$ cat src/rtl/bprf_pkg.sv
// shared types and constants for the byte plane point read and rectangle fill block
package bprf_pkg;

   localparam int MAX_WIDTH_DEFAULT  = 256;
   localparam int MAX_HEIGHT_DEFAULT = 256;

   localparam int COORD_W   = 16;
   localparam int DATA_W    = 8;
   localparam int SIZE_W    = 9;
   localparam int PROD_W    = 2 * SIZE_W;
   localparam int CSR_IDX_W = 1;

   localparam logic [SIZE_W-1:0] SIZE_RESET = 9'd256;

   localparam logic [CSR_IDX_W-1:0] REG_PLANE_WIDTH  = 1'b0;
   localparam logic [CSR_IDX_W-1:0] REG_PLANE_HEIGHT = 1'b1;

   localparam logic CMD_READ = 1'b0;
   localparam logic CMD_FILL = 1'b1;

   localparam logic STATUS_DONE         = 1'b0;
   localparam logic STATUS_OUT_OF_RANGE = 1'b1;

   typedef enum logic [2:0] {
      ST_CLEAR,
      ST_IDLE,
      ST_EVAL,
      ST_BASE,
      ST_READ,
      ST_RDATA,
      ST_FILL,
      ST_DONE
   } state_type;

   typedef struct packed {
      logic accept;
      logic eval;
      logic base;
      logic read_latch;
      logic fill_step;
      logic clear_step;
      logic load_rsp;
   } dp_cmd_type;

   typedef struct packed {
      logic out_of_range;
      logic is_fill;
      logic empty;
      logic col_last;
      logic row_last;
      logic clear_last;
      logic rsp_free;
   } dp_sts_type;

endpackage

$ cat src/rtl/bprf_controller.sv
// controller: sequences the clearing pass, point reads and rectangle fills
module bprf_controller (
   input  logic                  clock,
   input  logic                  reset,
   input  logic                  req_valid,
   output logic                  req_stall,
   output bprf_pkg::dp_cmd_type  cmd,
   input  bprf_pkg::dp_sts_type  sts
);

   bprf_pkg::state_type state_ff, state_in;

   always_ff @(posedge clock) begin
      if (reset) begin
         state_ff <= bprf_pkg::ST_CLEAR;
      end else begin
         state_ff <= state_in;
      end
   end

   always_comb begin
      state_in  = state_ff;
      cmd       = '0;
      req_stall = (state_ff != bprf_pkg::ST_IDLE);
      case (state_ff)
         bprf_pkg::ST_CLEAR: begin
            cmd.clear_step = 1'b1;
            if (sts.clear_last) begin
               state_in = bprf_pkg::ST_IDLE;
            end
         end
         bprf_pkg::ST_IDLE: begin
            if (req_valid) begin
               cmd.accept = 1'b1;
               state_in   = bprf_pkg::ST_EVAL;
            end
         end
         bprf_pkg::ST_EVAL: begin
            cmd.eval = 1'b1;
            state_in = sts.out_of_range ? bprf_pkg::ST_DONE : bprf_pkg::ST_BASE;
         end
         bprf_pkg::ST_BASE: begin
            cmd.base = 1'b1;
            if (!sts.is_fill) begin
               state_in = bprf_pkg::ST_READ;
            end else if (sts.empty) begin
               state_in = bprf_pkg::ST_DONE;
            end else begin
               state_in = bprf_pkg::ST_FILL;
            end
         end
         bprf_pkg::ST_READ: begin
            // memory output lands in its register at the end of this cycle
            state_in = bprf_pkg::ST_RDATA;
         end
         bprf_pkg::ST_RDATA: begin
            cmd.read_latch = 1'b1;
            state_in       = bprf_pkg::ST_DONE;
         end
         bprf_pkg::ST_FILL: begin
            cmd.fill_step = 1'b1;
            if (sts.col_last && sts.row_last) begin
               state_in = bprf_pkg::ST_DONE;
            end
         end
         bprf_pkg::ST_DONE: begin
            if (sts.rsp_free) begin
               cmd.load_rsp = 1'b1;
               state_in     = bprf_pkg::ST_IDLE;
            end
         end
         default: begin
            state_in = bprf_pkg::ST_IDLE;
         end
      endcase
   end

endmodule

$ cat config.mk
export PLATFORM = sky130hd
export DESIGN_NAME = bprf_controller
export DESIGN_NICKNAME = d
export VERILOG_FILES = /design/src/rtl/bprf_pkg.sv /design/src/rtl/bprf_controller.sv
export SDC_FILE = /design/constraint.sdc
export NUM_CORES = 1
export LEC_CHECK = 0
export ABC_AREA = 1
export BUFFER_PORTS_ARGS = -buffer_cell sky130_fd_sc_hd__buf_2
export CAP_MARGIN = 10
export CORE_MARGIN = 2
export CORE_UTILIZATION = 25
export DETAILED_ROUTE_END_ITERATION = 8
export PLACE_DENSITY_LB_ADDON = 0.15
export SYNTH_ARGS = -nofsm -noshare
export SYNTH_HDL_FRONTEND = slang
export SYNTH_SLANG_ARGS = --single-unit
$ cat constraint.sdc
create_clock -name clock -period 1 [get_ports clock]
set_input_delay 0.3 -clock clock [delete_from_list [all_inputs] [get_ports clock]]
set_output_delay 0.3 -clock clock [all_outputs]
set_load 0.01 [all_outputs]
Yosys cells after proc, flatten, opt, wreduce, memory -nomap -nowiden
Cells that the tools add are included.
- register bits: 3
- bits in latches: 0
- bits in writable memories: 0
- memory bits (read-only): 0
- bits of input ports: 10
- output and inout bits: 8
- logic and storage cells: 33
- memories: 0
- $add $sub $neg: 0
- $mul: 0
- divide/modulo/power cells: 0
- $lt $le $gt $ge: 0
- equality and inequality tests: 12
- shifts and indexed selects: 0
- muxes and demuxes: 17
- bitwise operators: 0
- reductions and logical operators: 3
- operators with widths (operator ; number):
    $pmux W3 S8 ; 1
    $mux W3 ; 6
    $eq A3 B3 Y1 const B ; 4
    $mux W1 ; 10
    $ne A2 B2 Y1 const B ; 4
    $eq A3 B2 Y1 const B ; 2
    $reduce_and A4 Y1 ; 1
    $eq A3 B1 Y1 const B ; 1
    $logic_not A3 Y1 ; 1
    $ne A3 B1 Y1 const B ; 1
    $logic_and A1 B1 Y1 ; 1

Depth between registers and ports, before layout
- depth after elaboration: 3
- depth in mapped cells: 8
- gate-level depth less buffers: 7

Least setup slack after synthesis
Ideal clock, no wire load.
- kind: reg2out
- start point: reg state_ff[2]
- end point: out cmd[6] (netlist bit)
- arrival: 0.774 ns
- required time: 0.700 ns
- slack: -0.074 ns
- cell stages (with the launch flop): 5
- path buffers: 1
- path through: dfxtp_1 -> buf_6 -> inv_4 -> nand3_4 -> nor2_1
- RTL lines (item ; RTL line ; text):
    start: declaration ; bprf_controller.sv:11 ; bprf_pkg::state_type state_ff, state_in;
    start signal: assignment ; bprf_controller.sv:15 ; state_ff <= bprf_pkg::ST_CLEAR;
    start signal: assignment ; bprf_controller.sv:17 ; state_ff <= state_in;
    end: declaration ; bprf_controller.sv:7 ; output bprf_pkg::dp_cmd_type cmd,

==> results.ini <==
[place]
gp_weighted_congestion = 0.7527
detailed_place.area_um2 = 473.0
hpwlAfterDp_um = 633.2
port_buf_inserts = 17

[yosys]
distinct_cell_type_count_after_synthesis = 19
synthesis.yosys.warnings = 0
synth.ff_latch_count = 3
synth.top_cells.by_area = dfxtp_1 18%, nor2_1 10%, inv_1 9.1%, nand2_1 7.9%, buf_6 6.8%
syn_area_um2 = 331.6
yosys.area.top_type_share_pct = 18.11
synth_seq_area_share_pct = 18.11
syn_area_per_cell_um2 = 6.376
synthesis.nets = 62
yosys.area.top_type = dfxtp_1
synthesis.instances = 52

[final_layout]
registers.top_by_ff_count = state_ff
reg.largest.list = state_ff x3
layout-drive-gt1-share_pct = 65.43
syn_to_final_growth_pct = 92.08
summed_area_of_non_filler_cells_in_the_final_layout_um2 = 636.9
n_antenna_cell = 0
fin_nets = 92
number_of_flip_flops_under_the_largest_register_name = 3

[drt]
final_antenna_net_count = 0
routedWlPerCell_um = 9.521
initialDrtViolationCount = 4
vias = 418
post-route-drc-count = 0
drt_wl_total_um = 914
vias_per_cell = 4.354
first_pass_iters = 2

[floorplanning]
placeableCoreArea_mm2 = 0.001269
count_of_pins_on_the_block_boundary = 18
die_h_um = 40.42
fp.dieArea_mm2 = 0.001634
placement_rows = 13
start_util_pct = 26.13
die_width_um = 40.42

[sta]
tightest_slew_ns = 0.2183
count_of_final_hold_check_violations = 0
max_freq_mhz = 755.0
report.final.slew_viol_count = 0
finalCritPeriodShare_pct = 132.5
rsz0062_at_grt = yes
worst_clock_skew_ns = 0.005345
relative_slew_slack_pct = 85.38
pnr_worst_setup_slack_ns = -0.3245
period_needed_ns = 1.325
number_of_failing_setup_endpoints_in_the_final_timing_report = 10

[worst_setup_path]
worst-endpoint-required_ns = 0.70
critPathCaptureType = output pin
startpoint_type = register
criticalPathCategory = register to output pin
worst-path-max-fanout = 7
arrival_ns = 1.02

[cts]
clockRootBuffer = clkbuf_4
clk_pin_slew_ns = 0.04
tritoncts_num_sinks = 3
tritoncts = built
cts_hold_buf = 0
clock_latency_on_the_worst_skew_pair_ns = 0.23
htree_levels = 1
clk_path_buf_depth = 2
tritoncts.num_buffers = 3

[pwr]
ir_worst_vdd_uv = 841.3
leakage_uw = 0.0003169
power_density_mw_per_mm2 = 2205
finalPower_uw = 1404

[global_routing]
antenna_violations_before_repair = 0
first_global_vias = 332
grt_pass1_wl_um = 1421
grt-ovfl-total = 0
largest_net_degree_at_the_start_of_global_routing = 9
grtUsageTotal_pct = 13.46

[run_status]
violations = negative setup slack
outcome = complete, but fails checks

[run]
maxCapViolations = 0

[min_path]
worstHoldPathType = input pin to register

## cells in the mapped netlist
cell type  number
nor2_1          9
inv_1           8
nand2_1         7
nand3_1         4
a21oi_1         3
dfxtp_1         3
buf_6           2
inv_2           2
nor2_2          2
nor3_2          2
o211ai_1        2
a21oi_2         1
inv_4           1
nand3_2         1
nand3_4         1
nand4_1         1
o21ai_0         1
o21ai_2         1
or2_1           1
## what timing repair did
action / in CTS / in global routing
gates resized for setup: 23 / 8
endpoints found under the setup margin: 11 / 11
buffers inserted: 6 / 1
gates cloned: 0 / 0
hold endpoints to repair: 0 / 0
pin swaps: 4 / 6
## per-stage QoR
| step | utilization (%) | std cells | TNS, ns | hold slack [ns] | worst slack [ns] |
|---|---|---|---|---|---|
| floorplan | - | 52 | -0.07653 | 0.3624 | -0.02062 |
| global placement | 37.28 | 87 | -1.717 | 0.4938 | -0.1918 |
| detailed placement | 37.28 | 87 | -1.836 | 0.4927 | -0.2148 |
| CTS | 47.93 | 96 | -2.567 | 0.2354 | -0.3358 |
| global route | 50.20 | 96 | -3.151 | 0.2316 | -0.3859 |
| finish | 50.20 | 96 | -2.543 | 0.2430 | -0.3245 |
## power breakdown
part / switching, uW / leakage (uW) / internal (uW)
registers: 148 / 0.0000267 / 184
clock network: 60.3 / 0.0000150 / 149
logic: 416 / 0.000275 / 447
total: 624 / 0.000317 / 780
## worst paths after layout
path,start,end,slack (ns),cells past startpoint
setup / recovery,state_ff[2],cmd[6],-0.32,4
hold / removal,reset,state_ff[1],0.24,2
setup reg to reg,state_ff[2],state_ff[1],-0.15,7
hold reg to reg,state_ff[2],state_ff[1],0.68,3
## per-layer routing
metal  share of wire [%]  track usage (%)  vias to the layer above  wire length [um]
met5                   0                0                        -                 0
met4                   0            5.000                        0                 0
met3                 4.7            5.000                        0                43
met2                  51            19.05                       12               465
met1                  44            18.18                      178               405
li1                    -                -                      228                 -
## cells by family (layout without fill, tap and decap cells)
logic type / Yosys count / count (layout) / synth area share (%)
and+or+nand+nor: 28 / 28 / 46.04
DFF: 3 / 3 / 18.11
buffers and inverters: 13 / 42 / 20.00
AOI/OAI and AO/OA: 8 / 8 / 15.85
## placed cells by master (no fill, tap or decap)
cell	n
inv_4	1
inv_6	1
buf_2	14
o21ai_4	1
nand2_1	7
dfxtp_4	3
inv_2	1
nor3_2	1
clkbuf_1	1
clkbuf_4	3
o211ai_1	2
nand3_4	2
inv_8	1
nand3_1	3
buf_4	5
nor2_1	4
nand4_1	1
nor3_4	1
nor2_4	3
inv_1	7
o21ai_0	1
nor2_2	4
or2_1	1
a21oi_1	1
nand3_2	1
buf_6	8
a21oi_2	3
## cell type report
| class | instances | area, um2 |
|---|---|---|
| clock buffer | 4 | 26.28 |
| sequential | 3 | 71.32 |
| tap | 15 | 18.77 |
| inverter | 11 | 56.30 |
| multi-input combinational | 36 | 266.5 |
| fill | 133 | 631.9 |
| timing repair buffer | 27 | 197.7 |
## critical path: stages, from the launching register on
cell     delay, ns
dfxtp_4       0.38
inv_4         0.09
nand3_4       0.11
nor2_4        0.10
buf_6         0.10
No activity file was read; power rests on OpenSTA's default activity.
